File: config.mk
export PLATFORM = sky130hd
export DESIGN_NAME = signed_binary_to_decimal_ascii
export DESIGN_NICKNAME = d
export VERILOG_FILES = /design/src/hdl/sbda_pkg.sv /design/src/hdl/sbda_front.sv /design/src/hdl/sbda_queue.sv /design/src/hdl/sbda_back.sv /design/src/hdl/signed_binary_to_decimal_ascii.sv
export SDC_FILE = /design/constraint.sdc
export NUM_CORES = 1
export LEC_CHECK = 0
export BUFFER_PORTS_ARGS = -buffer_cell sky130_fd_sc_hd__buf_2
export CORE_AREA = 3 3 157 159
export CTS_BUF_LIST = sky130_fd_sc_hd__clkbuf_4
export DETAILED_ROUTE_END_ITERATION = 10
export DIE_AREA = 0 0 160 162
export PLACE_DENSITY = 0.56
export SYNTH_ARGS = -nofsm -noshare
export SYNTH_HDL_FRONTEND = slang
export SYNTH_SLANG_ARGS = --single-unit
File: constraint.sdc
create_clock -name clk_i -period 3.3 [get_ports clk_i]
set_clock_uncertainty 0.15 [all_clocks]
set_input_delay 0.33 -clock clk_i [delete_from_list [all_inputs] [get_ports clk_i]]
set_output_delay 0.33 -clock clk_i [all_outputs]
set_load 0.01 [all_outputs]
File: src/hdl/sbda_pkg.sv
// Shared types and constants for the signed binary to decimal ASCII converter.
`default_nettype none

package sbda_pkg;

  localparam int WordBits   = 32;
  localparam int CharBits   = 6;
  // Decimal digits needed for a magnitude of up to 2^(WordBits-1).
  localparam int DigitCount = ((WordBits - 1) * 1233) / 4096 + 1;
  localparam int BcdBits    = DigitCount * 4;
  localparam int IdxBits    = (DigitCount > 1) ? $clog2(DigitCount) : 1;
  localparam int CntBits    = $clog2(WordBits);
  localparam int QueueDepth = 2;
  localparam int PtrBits    = 1;
  localparam int FillBits   = $clog2(QueueDepth + 1);

  localparam logic [CharBits-1:0] AsciiZero  = CharBits'(48);
  localparam logic [CharBits-1:0] AsciiMinus = CharBits'(45);

  // One classified value waiting for conversion.
  typedef struct packed {
    logic                negative;
    logic [WordBits-1:0] magnitude;
  } sbda_item_t;

  typedef enum logic [2:0] {
    ST_IDLE,
    ST_CONVERT,
    ST_PREP,
    ST_SIGN,
    ST_DIGITS
  } sbda_state_e;

endpackage

`default_nettype wire

File: src/hdl/sbda_front.sv
// Front end: accepts input words and splits them into sign and magnitude.
`default_nettype none

module sbda_front import sbda_pkg::*; (
  input  wire logic                in_valid_i,
  output logic                     in_stall_o,
  input  wire logic [31:0]         value_i,
  input  wire logic                q_full_i,
  output logic                     q_push_o,
  output sbda_item_t               q_item_o
);

  logic [WordBits-1:0] word;

  assign word       = value_i[WordBits-1:0];
  assign in_stall_o = q_full_i;
  assign q_push_o   = in_valid_i & ~q_full_i;

  // Negation in WordBits unsigned bits gives 2^(WordBits-1) for the most negative value.
  always_comb begin
    q_item_o.negative  = word[WordBits-1];
    q_item_o.magnitude = word[WordBits-1] ? (~word + WordBits'(1)) : word;
  end

endmodule

`default_nettype wire

File: src/hdl/sbda_queue.sv
// Short queue between the front end and the conversion engine.
`default_nettype none

module sbda_queue import sbda_pkg::*; (
  input  wire logic       clk_i,
  input  wire logic       rst_ni,
  input  wire logic       push_i,
  input  wire sbda_item_t item_i,
  output logic            full_o,
  input  wire logic       pop_i,
  output logic            empty_o,
  output sbda_item_t      item_o
);

  sbda_item_t           mem_q [QueueDepth];
  logic [PtrBits-1:0]   wr_ptr_q, rd_ptr_q;
  logic [FillBits-1:0]  fill_q;
  logic                 do_push, do_pop;

  assign full_o  = (fill_q == FillBits'(QueueDepth));
  assign empty_o = (fill_q == '0);
  assign do_push = push_i & ~full_o;
  assign do_pop  = pop_i & ~empty_o;
  assign item_o  = mem_q[rd_ptr_q];

  always_ff @(posedge clk_i) begin
    if (do_push) begin
      mem_q[wr_ptr_q] <= item_i;
    end
  end

  always_ff @(posedge clk_i or negedge rst_ni) begin
    if (!rst_ni) begin
      wr_ptr_q <= '0;
      rd_ptr_q <= '0;
      fill_q   <= '0;
    end else begin
      if (do_push) begin
        wr_ptr_q <= wr_ptr_q + PtrBits'(1);
      end
      if (do_pop) begin
        rd_ptr_q <= rd_ptr_q + PtrBits'(1);
      end
      case ({do_push, do_pop})
        2'b10:   fill_q <= fill_q + FillBits'(1);
        2'b01:   fill_q <= fill_q - FillBits'(1);
        default: fill_q <= fill_q;
      endcase
    end
  end

endmodule

`default_nettype wire

File: src/hdl/sbda_back.sv
// Back end: double-dabble conversion and character emission.
`default_nettype none

module sbda_back import sbda_pkg::*; (
  input  wire logic                 clk_i,
  input  wire logic                 rst_ni,
  input  wire logic                 q_empty_i,
  input  wire sbda_item_t           q_item_i,
  output logic                      q_pop_o,
  output logic                      out_valid_o,
  input  wire logic                 out_stall_i,
  output logic [CharBits-1:0]       character_o,
  output logic                      last_o
);

  sbda_state_e          state_q, state_d;
  logic [WordBits-1:0]  mag_q, mag_d;
  logic [BcdBits-1:0]   bcd_q, bcd_d;
  logic [CntBits-1:0]   cnt_q, cnt_d;
  logic [IdxBits-1:0]   idx_q, idx_d;
  logic                 neg_q, neg_d;
  logic [CharBits-1:0]  char_q, char_d;
  logic                 last_q, last_d;
  logic                 ovalid_q, ovalid_d;

  logic [BcdBits-1:0]   bcd_adj;
  logic [IdxBits-1:0]   top_idx;
  logic [3:0]           cur_digit;
  logic                 out_free;

  assign out_valid_o = ovalid_q;
  assign character_o = char_q;
  assign last_o      = last_q;
  assign out_free    = ~ovalid_q | ~out_stall_i;

  // Add-3 correction on every digit before each shift.
  always_comb begin
    logic [3:0] nib;
    for (int i = 0; i < DigitCount; i++) begin
      nib = bcd_q[i*4 +: 4];
      bcd_adj[i*4 +: 4] = (nib >= 4'd5) ? (nib + 4'd3) : nib;
    end
  end

  // Highest nonzero digit; zero keeps a single digit.
  always_comb begin
    top_idx = '0;
    for (int i = 0; i < DigitCount; i++) begin
      if (bcd_q[i*4 +: 4] != 4'd0) begin
        top_idx = IdxBits'(i);
      end
    end
  end

  assign cur_digit = bcd_q[idx_q*4 +: 4];

  always_comb begin
    state_d  = state_q;
    mag_d    = mag_q;
    bcd_d    = bcd_q;
    cnt_d    = cnt_q;
    idx_d    = idx_q;
    neg_d    = neg_q;
    char_d   = char_q;
    last_d   = last_q;
    ovalid_d = ovalid_q & out_stall_i;
    q_pop_o  = 1'b0;

    case (state_q)
      ST_IDLE: begin
        if (!q_empty_i) begin
          q_pop_o = 1'b1;
          mag_d   = q_item_i.magnitude;
          neg_d   = q_item_i.negative;
          bcd_d   = '0;
          cnt_d   = '0;
          state_d = ST_CONVERT;
        end
      end
      ST_CONVERT: begin
        bcd_d = {bcd_adj[BcdBits-2:0], mag_q[WordBits-1]};
        mag_d = {mag_q[WordBits-2:0], 1'b0};
        cnt_d = cnt_q + CntBits'(1);
        if (cnt_q == CntBits'(WordBits - 1)) begin
          state_d = ST_PREP;
        end
      end
      ST_PREP: begin
        idx_d   = top_idx;
        state_d = neg_q ? ST_SIGN : ST_DIGITS;
      end
      ST_SIGN: begin
        if (out_free) begin
          char_d   = AsciiMinus;
          last_d   = 1'b0;
          ovalid_d = 1'b1;
          state_d  = ST_DIGITS;
        end
      end
      ST_DIGITS: begin
        if (out_free) begin
          char_d   = AsciiZero + CharBits'(cur_digit);
          last_d   = (idx_q == '0);
          ovalid_d = 1'b1;
          if (idx_q == '0) begin
            state_d = ST_IDLE;
          end else begin
            idx_d = idx_q - IdxBits'(1);
          end
        end
      end
      default: begin
        state_d = ST_IDLE;
      end
    endcase
  end

  always_ff @(posedge clk_i or negedge rst_ni) begin
    if (!rst_ni) begin
      state_q  <= ST_IDLE;
      ovalid_q <= 1'b0;
    end else begin
      state_q  <= state_d;
      ovalid_q <= ovalid_d;
    end
  end

  always_ff @(posedge clk_i) begin
    mag_q  <= mag_d;
    bcd_q  <= bcd_d;
    cnt_q  <= cnt_d;
    idx_q  <= idx_d;
    neg_q  <= neg_d;
    char_q <= char_d;
    last_q <= last_d;
  end

endmodule

`default_nettype wire

File: src/hdl/signed_binary_to_decimal_ascii.sv
// Top level of the signed binary to decimal ASCII converter.
//
// Input channel: in_valid_i / in_stall_o with value_i, a 32-bit two's
// complement word. A transfer happens on a rising edge with valid high and
// stall low. Output channel: out_valid_o / out_stall_i with character_o
// (ASCII '-' or '0'..'9' in 6 bits) and last_o, set on the final character.
// A negative value starts with '-'; zero gives a single '0'; no terminator.
//
// Timing: the front end classifies a word in the transfer cycle and parks it
// in a two-entry queue. The back end pops it, runs a shift-and-add-3
// conversion over the whole magnitude, locates the leading digit in a
// separate state and then emits one character per cycle while the receiver
// does not stall, 1 to 11 of them. The queue lets up to two further words
// be taken while one is in work.
//
// Reset (rst_ni, asynchronous, active low) empties the queue and drops any
// pending character. A stalled receiver holds the output register steady;
// the back end waits, and the front end stalls once the queue is full.
`default_nettype none

module signed_binary_to_decimal_ascii import sbda_pkg::*; (
  input  wire logic                clk_i,
  input  wire logic                rst_ni,
  input  wire logic                in_valid_i,
  output logic                     in_stall_o,
  input  wire logic [31:0]         value_i,
  output logic                     out_valid_o,
  input  wire logic                out_stall_i,
  output logic [CharBits-1:0]      character_o,
  output logic                     last_o
);

  sbda_item_t push_item, pop_item;
  logic       q_push, q_full, q_pop, q_empty;

  // Sign/magnitude split feeding the queue.
  sbda_front u_front (
    .in_valid_i (in_valid_i),
    .in_stall_o (in_stall_o),
    .value_i    (value_i),
    .q_full_i   (q_full),
    .q_push_o   (q_push),
    .q_item_o   (push_item)
  );

  sbda_queue u_queue (
    .clk_i   (clk_i),
    .rst_ni  (rst_ni),
    .push_i  (q_push),
    .item_i  (push_item),
    .full_o  (q_full),
    .pop_i   (q_pop),
    .empty_o (q_empty),
    .item_o  (pop_item)
  );

  // Conversion engine and registered character output.
  sbda_back u_back (
    .clk_i       (clk_i),
    .rst_ni      (rst_ni),
    .q_empty_i   (q_empty),
    .q_item_i    (pop_item),
    .q_pop_o     (q_pop),
    .out_valid_o (out_valid_o),
    .out_stall_i (out_stall_i),
    .character_o (character_o),
    .last_o      (last_o)
  );

endmodule

`default_nettype wire

Word level (Yosys, flattened, before mapping)

Memories as Yosys holds them, arrays and structs flattened.
Index checks and enable logic that the tools add are counted.

Shift operators: 1
Multiplexer cells: 49
Bitwise logic cells: 10
$lt $le $gt $ge: 10
Add/subtract/negate cells: 18
Reduce and logical (&&, ||, !) cells: 22
Equality and inequality tests: 14

Operator list:

| cell                                                               | number |
|---|---|
| case mux 40 bit (2 select lines)                                   | 1 |
| 2-to-1 mux 32 bit                                                  | 2 |
| case mux 32 bit (2 select lines)                                   | 1 |
| 2-to-1 mux 4 bit                                                   | 13 |
| greater-or-equal comparator 4 x 3 -> 1 bit (second input constant) | 10 |
| 2-to-1 mux 40 bit                                                  | 1 |
| variable part select 40 x 7 -> 4 bit                               | 1 |
| adder 4 x 2 -> 4 bit (second input constant)                       | 9 |
| nonzero test 4 bit                                                 | 9 |
| 2-to-1 mux 3 bit                                                   | 11 |
| adder 32 x 1 -> 32 bit (second input constant)                     | 1 |
| inverter 32 bit                                                    | 1 |
| case mux 3 bit (5 select lines)                                    | 1 |
| 2-to-1 mux 6 bit                                                   | 2 |
| case mux 6 bit (2 select lines)                                    | 1 |
| case mux 5 bit (2 select lines)                                    | 1 |
| 2-to-1 mux 1 bit                                                   | 9 |
| inequality test 2 x 1 -> 1 bit (second input constant)             | 4 |
| case mux 4 bit (2 select lines)                                    | 1 |
| nonzero test 2 bit                                                 | 4 |
| adder 5 x 5 -> 6 bit (first input constant)                        | 1 |
| == test 3 x 2 -> 1 bit (second input constant)                     | 2 |
| AND reduction 3 bit                                                | 2 |
| adder 5 x 1 -> 5 bit (second input constant)                       | 1 |
| 24 further kinds                                                   | 35 |

Memories: 1
Bits in registers: 97
Memory bits (writable): 66
Word-level logic and storage cells: 137

Memories:

| name          | depth | bits a word | rd ports | clocked after memory_dff | write ports | line             | text |
|---|---|---|---|---|---|---|---|
| u_queue.mem_q | 2     | 33          | 1        | 0                        | 1           | sbda_queue.sv:15 | `sbda_item_t mem_q [QueueDepth];` |

Logic depth before layout (Yosys ltp)

Gate-level depths: netlist of run 1.

Depth after elaboration: 11
Mapped depth: 7
Depth with buffers taken out: 7

By module

From an unflattened synthesis of run 1, not the netlist that was laid out.

Cell total of the unflattened synthesis: 629
Area, all modules: 8607.0 µm²

Modules (own cells, without submodules):

| module     | cells an instance | times used | area an instance (µm²) |
|---|---|---|---|
| sbda_back  | 406               | 1          | 5074.9 |
| sbda_queue | 121               | 1          | 2730.1 |
| sbda_front | 102               | 1          | 802.0 |

Worst setup path before layout of run 1

OpenSTA, ideal clock, no wires.

Path type: register to register
Start: reg u_back.state_q[1]
End: reg u_back.bcd_q[0] (enable)
Stages on the path, launching flop included: 6
Data arrival time: 2440 ps
Path buffers: 2
Setup slack: -67 ps
Period minus slack after synthesis: 3367 ps
Data required time: 2373 ps
Path through: dfrtp_1 -> clkbuf_1 -> inv_1 -> nand3_1 -> clkbuf_1 -> nand2_1

Longest elaborated chain between the ends: 3
Elaborated cells between the ends (all ways): 5
Those cells by class: eq/ne: 2; reduce/logical: 3

RTL lines:

| what                                                                         | line             | text |
|---|---|---|
| start, declared                                                              | sbda_back.sv:16  | `sbda_state_e state_q, state_d;` |
| start signal, assigned                                                       | sbda_back.sv:123 | `state_q <= state_d;` |
| zero test 3 bit or == test 3 x 1 -> 1 bit (tied branches)                    | sbda_back.sv:69  | `case (state_q)` |
| inequality test 2 bit (no source line) or nonzero test 2 bit (tied branches) | n/a              |  |
| AND reduction 2 bit (no source line) *                                       | n/a              |  |
| end signal, assigned                                                         | sbda_back.sv:130 | `bcd_q <= bcd_d;` |
| end, declared                                                                | sbda_back.sv:18  | `logic [BcdBits-1:0] bcd_q, bcd_d;` |

Mark *: on every way between the ends. The rest lies on a longest branch, timed or not.
A chain may end at the register's enable or synchronous reset.

Final worst setup path of run 1

Start: reg u_back.state_q[1]
End: reg u_back.char_q[3], in the netlist u_back.character_o[3] (enable)

Longest elaborated chain between the ends: 3
Elaborated cells between the ends (all ways): 6
Those cells by class: eq/ne: 4; reduce/logical: 2

RTL lines:

| what                                                                                  | line             | text |
|---|---|---|
| == test 3 x 2 -> 1 bit or == test 3 bit (tied branches)                               | sbda_back.sv:69  |  |
| inequality test 2 x 1 -> 1 bit (no source line) or nonzero test 2 bit (tied branches) | n/a              |  |
| AND reduction 3 bit (no source line) *                                                | n/a              |  |
| end signal, assigned                                                                  | sbda_back.sv:134 | `char_q <= char_d;` |
| end, declared                                                                         | sbda_back.sv:22  | `logic [CharBits-1:0] char_q, char_d;` |

Marked as above.

==> results.cfg, run 1 <==
[clock_tree]
h-tree-depth = 4
holdBufCountCts = 30
worstSkewPairLatency_ns = 0.56
cts_made_buffers = 17
post_cts_buffers = 0
cts-root-buf = clkbuf_4
path_clk_slew_ns = 0.14
cts.sinks = 162
clock_path_buffers = 2
cts_tree = done
cts_resized = 0

[pwr]
p_int_w = 0.00508
power_w = 0.00807
ir_drop_mv = 0.468
p_sw_w = 0.00299
p_per_area_nw_per_um2 = 859
power_frac_comb = 0.346
seqPwrFrac = 0.496
pwr-share-clk = 0.158
switching_share = 0.371
leakagePower_nw = 3.55

[routing]
drt_iter0_markers = 270
detail_route.first_pass.iterations = 5
drcViolationCount = 0
ant_nets = 0
routed_wl_um = 16200
via_per_inst = 4.90
vias = 5243
wire_per_inst_um = 15.2

[grt]
grt_pass1_wl_um = 26800
grt_max_degree = 67
grt_antenna_before_repair = 0
grt_pass1_vias = 5252
track_usage = 0.129
overflow = 0

[synth]
syn-cell-area_um2 = 8180
synthTopCellsByCount = 154 x edfxtp_1, 74 x nand2_1, 50 x o21ai_0
yosys_warnings = 0
synth_most_common_cell = edfxtp_1
yosysSeqAreaShare = 0.590
synthTopCellsByArea = edfxtp_1 57%, xnor2_1 4.9%, mux2i_1 4.9%
yosys.area.top_type_share = 0.565
yosysUniqueCellTypes = 50
yosysTopAreaCell = edfxtp_1
ys.flop_type = edfxtp_1
synth-async-reset-ratio = 0.0494
synth_fp_nets = 724
synth_seq_cells = 162
syn_inst = 663
avgSynthCellArea_um2 = 12.3
synth_edf_count = 154

[setup_path]
reg2reg_depth = 4
r2r_setup_slack_ns = 0.87
crit_required_ns = 3.36
rr_endpoint = u_back.character_o[3]
cp_max_fo = 11
end_kind = register
cp-start-kind = register
worst_ep_arrival_time_ns = 2.49
r2r_start = u_back.state_q[1]
crit_type = register to register

[finish]
stdcell_count = 1069
num_antenna_cells = 0
utilization = 0.402
drive_gt1_frac = 0.147
area_growth_pct = 15.0
nFillCells = 2265
fin_nets = 798

[floorplanning]
rows = 56
die_w_um = 160
die_h_um = 162
core_area_um2 = 23400
io_pins = 45
dieArea_um2 = 25900
start_util = 0.350

[sta]
worstMarginPinSlew_ns = 1.09
rsz0062_at_grt = false
slew_headroom = 0.275
setup_tns_ns = 0
hold_viol = 0
setup_viol = 0
period_minus_slack_ns = 2.43
max_freq_mhz = 412
slew_violations = 0
finalCritPeriodShare = 0.736

[placed_design]
hpwl_um = 11000
port_buffers = 43
gp_congestion = 0.905
placed_cells = 1004

[worst_hold_path]
hold_path_class = primary input to register
hold_path_end = u_queue.mem_q[1][13]
min_from = value_i[13]
worstHoldPathCells = 2

[status]
outcome = finished clean

[job]
cap_violations = 0
logic make-up (layout without fill, tap and decap cells):
group                      Yosys count  in the layout  share of synthesized area
and+or+nand+nor                    196            196                      0.119
muxes                               50             50                     0.0751
buffers and inverters               57            144                     0.0271
AOI/OAI and AO/OA                  115            115                     0.0892
adders and majority gates           25             25                     0.0382
other                                1              1                   0.000458
DFF                                162            162                      0.590
xor gates and xnor gates            57             57                     0.0610
layout make-up:
type | count | area (um^2) | share of cell area
Clock buffer | 17 | 128 | 0.0136
Clock inverter | 15 | 186 | 0.0198
Timing Repair Buffer | 82 | 603 | 0.0641
Sequential cell | 162 | 4830 | 0.513
Multi-Input combinational cell | 444 | 3150 | 0.335
Inverter | 30 | 113 | 0.0120
Tap cell | 319 | 399 | 0.0424
stage by stage:
step / worst slack (ns) / hold WS, ns / area [um^2]
global placement: 0.997 / 0.0329 / 8760
detailed placement: 0.900 / 0.0349 / 8760
CTS: 0.875 / 0.00295 / 9370
floorplan: 0.664 / -0.116 / 8180
global route: 0.696 / 0.00842 / 9400
finish: 0.872 / 0.0848 / 9400
worst max-delay path by stage:
stage                           start                     to  slack [ns]
finish              u_back.state_q[1]  u_back.character_o[3]        0.87
global route        u_back.state_q[1]  u_back.character_o[3]        0.70
CTS                 u_back.state_q[1]  u_back.character_o[3]        0.87
detailed placement  u_back.state_q[1]  u_back.character_o[2]        0.90
global placement    u_back.state_q[0]  u_back.character_o[0]         1.0
floorplan           u_back.state_q[1]        u_back.bcd_q[0]        0.66
metal layers:
metal,wire (um),global-route usage,vias up
li1,-,-,2579
met1,7480,0.169,2537
met2,7950,0.211,111
met3,587,0.0301,16
met4,220,0.0418,0
met5,0,0,-
cell usage in the layout, fill, tap and decap left out, types with 6 or more instances in the layout:
cell type	instances
o21ai_0	50
buf_2	43
nor2_1	44
dfrtp_1	7
xor2_1	11
dlygate4sd3_1	33
nand2b_1	14
nor2b_1	11
o41ai_1	6
nor3_1	13
o31ai_1	7
edfxtp_1	154
clkbuf_4	17
a211oi_1	10
mux2i_1	40
a21oi_1	23
ha_1	25
nand3_1	11
xnor2_1	46
mux4_2	9
inv_1	30
nand2_1	73
power by group through the flow:
| stage | logic (W) | clock network, W | registers [W] |
|---|---|---|---|
| finish | 0.00279 | 0.00128 | 0.00400 |
| global placement | 0.00266 | 0 | 0.00401 |
| global route | 0.00320 | 0.00143 | 0.00410 |
| detailed placement | 0.00281 | 0 | 0.00406 |
| floorplan | 0.00222 | 0 | 0.00377 |
| CTS | 0.00284 | 0.00133 | 0.00401 |
registers in the layout, indices dropped and copies added (netlist names):
signal	count
u_back.cnt_q	5
u_back.idx_q	4
u_back.bcd_q	40
u_back.character_o	5
u_queue.wr_ptr_q	1
u_back.neg_q	1
u_back.state_q	3
u_back.out_valid_o	1
u_queue.fill_q	2
u_back.mag_q	32
u_back.last_o	1
u_queue.mem_q	66
u_queue.rd_ptr_q	1
worst max-delay path: stages (launching register included):
cell	delay, ns
dfrtp_1	0.52
or3b_2	0.60
inv_1	0.20
a21oi_1	0.08
a21oi_1	0.54
Power figures use the tool's default switching activity.
==> run 2, diff against run 1 <==
--- a/config.mk
+++ b/config.mk
@@ -10,7 +10,7 @@
 export CTS_BUF_LIST = sky130_fd_sc_hd__clkbuf_4
 export DETAILED_ROUTE_END_ITERATION = 10
 export DIE_AREA = 0 0 160 162
-export PLACE_DENSITY = 0.56
+export PLACE_DENSITY = 0.54
 export SYNTH_ARGS = -nofsm -noshare
 export SYNTH_HDL_FRONTEND = slang
 export SYNTH_SLANG_ARGS = --single-unit
==> constraint.sdc (replaced) <==
create_clock -name clk_i -period 2.3 [get_ports clk_i]
set_clock_uncertainty 0.15 [all_clocks]
set_input_delay 0.23 -clock clk_i [delete_from_list [all_inputs] [get_ports clk_i]]
set_output_delay 0.23 -clock clk_i [all_outputs]
set_load 0.01 [all_outputs]
==> results.cfg, run 2 (synthesized netlist as in run 1, its figures left out) <==
[status]
outcome = finished clean

[routing]
wire_per_inst_um = 14.9
detail_route.first_pass.iterations = 7
via_per_inst = 4.91
ant_nets = 0
drt_iter0_markers = 328
routed_wl_um = 16200
vias = 5321
drcViolationCount = 0

[finish]
mostFrequentLayoutCell = edfxtp_1
num_antenna_cells = 0
drive_gt1_frac = 0.161
top_regs = u_queue.mem_q x66, u_back.bcd_q x40, u_back.mag_q x32
largest-register = u_queue.mem_q
largest_register_ff_count = 66
final_cell_area_um2 = 9580
fin_nets = 813
final_cell_mix = 154 x edfxtp_1, 73 x nand2_1, 50 x o21ai_0
area_growth_pct = 17.1

[grt]
grt_pass1_wl_um = 26900
grt_pass1_vias = 5492
track_usage = 0.127
grt_max_degree = 67
overflow = 0
grt_antenna_before_repair = 0

[pwr]
power_w = 0.0116
leakagePower_nw = 3.65
ir_drop_mv = 0.479
p_per_area_nw_per_um2 = 1210

[placed_design]
dpl_cell_area_um2 = 8920
gp_congestion = 0.875
hpwl_um = 11000
port_buffers = 43

[clock_tree]
cts_made_buffers = 17
cts.sinks = 162
path_clk_slew_ns = 0.15
clock_path_buffers = 2
cts-root-buf = clkbuf_4
worstSkewPairLatency_ns = 0.55
cts_tree = done
h-tree-depth = 4

[setup_path]
cp_max_fo = 5
r2r_setup_slack_ns = 0.17
crit_end = u_queue.mem_q[0][16]
crit_type = primary input to register
end_kind = register
crit_start = value_i[0]
worst_ep_arrival_time_ns = 2.35
reg2reg_depth = 6
r2r_start = u_back.bcd_q[20]
cp-start-kind = primary input
rr_endpoint = u_back.idx_q[0]
crit_required_ns = 2.45

[sta]
slew_headroom = 0.586
rsz0062_at_grt = false
finalCritPeriodShare = 0.959
hold_viol = 0
setup_viol = 0
worstMarginPinSlew_ns = 0.621
period_minus_slack_ns = 2.21
slew_violations = 0
max_freq_mhz = 453
setup_tns_ns = 0

[worst_hold_path]
hold_path_class = primary input to register

[floorplanning]
io_pins = 45
die_w_um = 160
die_h_um = 162
core_area_um2 = 23400
start_util = 0.350
dieArea_um2 = 25900
rows = 56

[job]
cap_violations = 0
==> run 2: cell count changes in the layout (fill, tap and decap cells not counted) <==
cell / before / now
bufinv_16: 2 / 0
clkinv_1: 0 / 1
dlygate4sd3_1: 33 / 36
nor3b_2: 1 / 3
clkinv_8: 0 / 3
buf_12: 1 / 7
clkinv_4: 3 / 2
inv_8: 5 / 4
buf_4: 5 / 11
nor3b_1: 5 / 3
==> run 2: how the worst min path moves through the flow <==
stage,cells past startpoint,start,slack [ns],to
6_report,1,value_i[31],0.11,u_queue.mem_q[0][32]
5_1_grt,1,value_i[31],0.08,u_queue.mem_q[0][32]
4_1_cts,1,value_i[31],0.04,u_queue.mem_q[0][32]
3_5_place_dp,1,rst_ni,-0.06,u_back.out_valid_o
3_3_place_gp,1,rst_ni,-0.06,u_back.out_valid_o
2_1_floorplan,0,rst_ni,-0.22,u_back.out_valid_o
==> run 2: repair_timing <==
item,CTS,global route
setup buffers,0,0
resized for setup,0,2
setup endpoints to repair,0,2
hold buffers,36,0
hold endpoints to repair,81,0
==> run 2: power by group <==
group | switching [W] | leakage (nW) | internal [W]
clock | 0.00115 | 0.156 | 0.000501
combinational | 0.00250 | 1.83 | 0.00187
sequential | 0.000665 | 1.66 | 0.00490
total | 0.00432 | 3.65 | 0.00727
==> run 2: critical path: stages <==
cell and delay (ns):
dlygate4sd3_1 0.54, buf_2 0.16, inv_1 0.09, ha_1 0.18
nor3b_1 0.34, nand4b_1 0.28, o41ai_1 0.39, xnor2_1 0.14
==> run 2: layer usage <==
layer,vias up,routed length (um),GRT usage
met4,0,186,0.0371
met5,-,0,0
li1,2602,-,-
met1,2596,7430,0.160
met3,17,552,0.0270
met2,106,8000,0.223
==> run 2: cell type report <==
cell class,instances,area (um^2)
well taps,319,399
fillers,2242,13800
clock inverters,15,159
flip-flops and latches,162,4830
repair buffers,97,798
multi-input cells,444,3160
inverters,30,113
clock buffers,17,128
==> run 2: metrics by stage <==
stage	hold WS, ns	instances	setup slack [ns]	utilization
after floorplan	-0.216	663	0.0346	-
after global placement	-0.0640	1016	0.112	0.381
after detailed placement	-0.0609	1016	0.0204	0.381
after CTS	0.0354	1084	0.0148	0.409
after global routing	0.0779	1084	0.0143	0.409
final	0.109	1084	0.0937	0.409
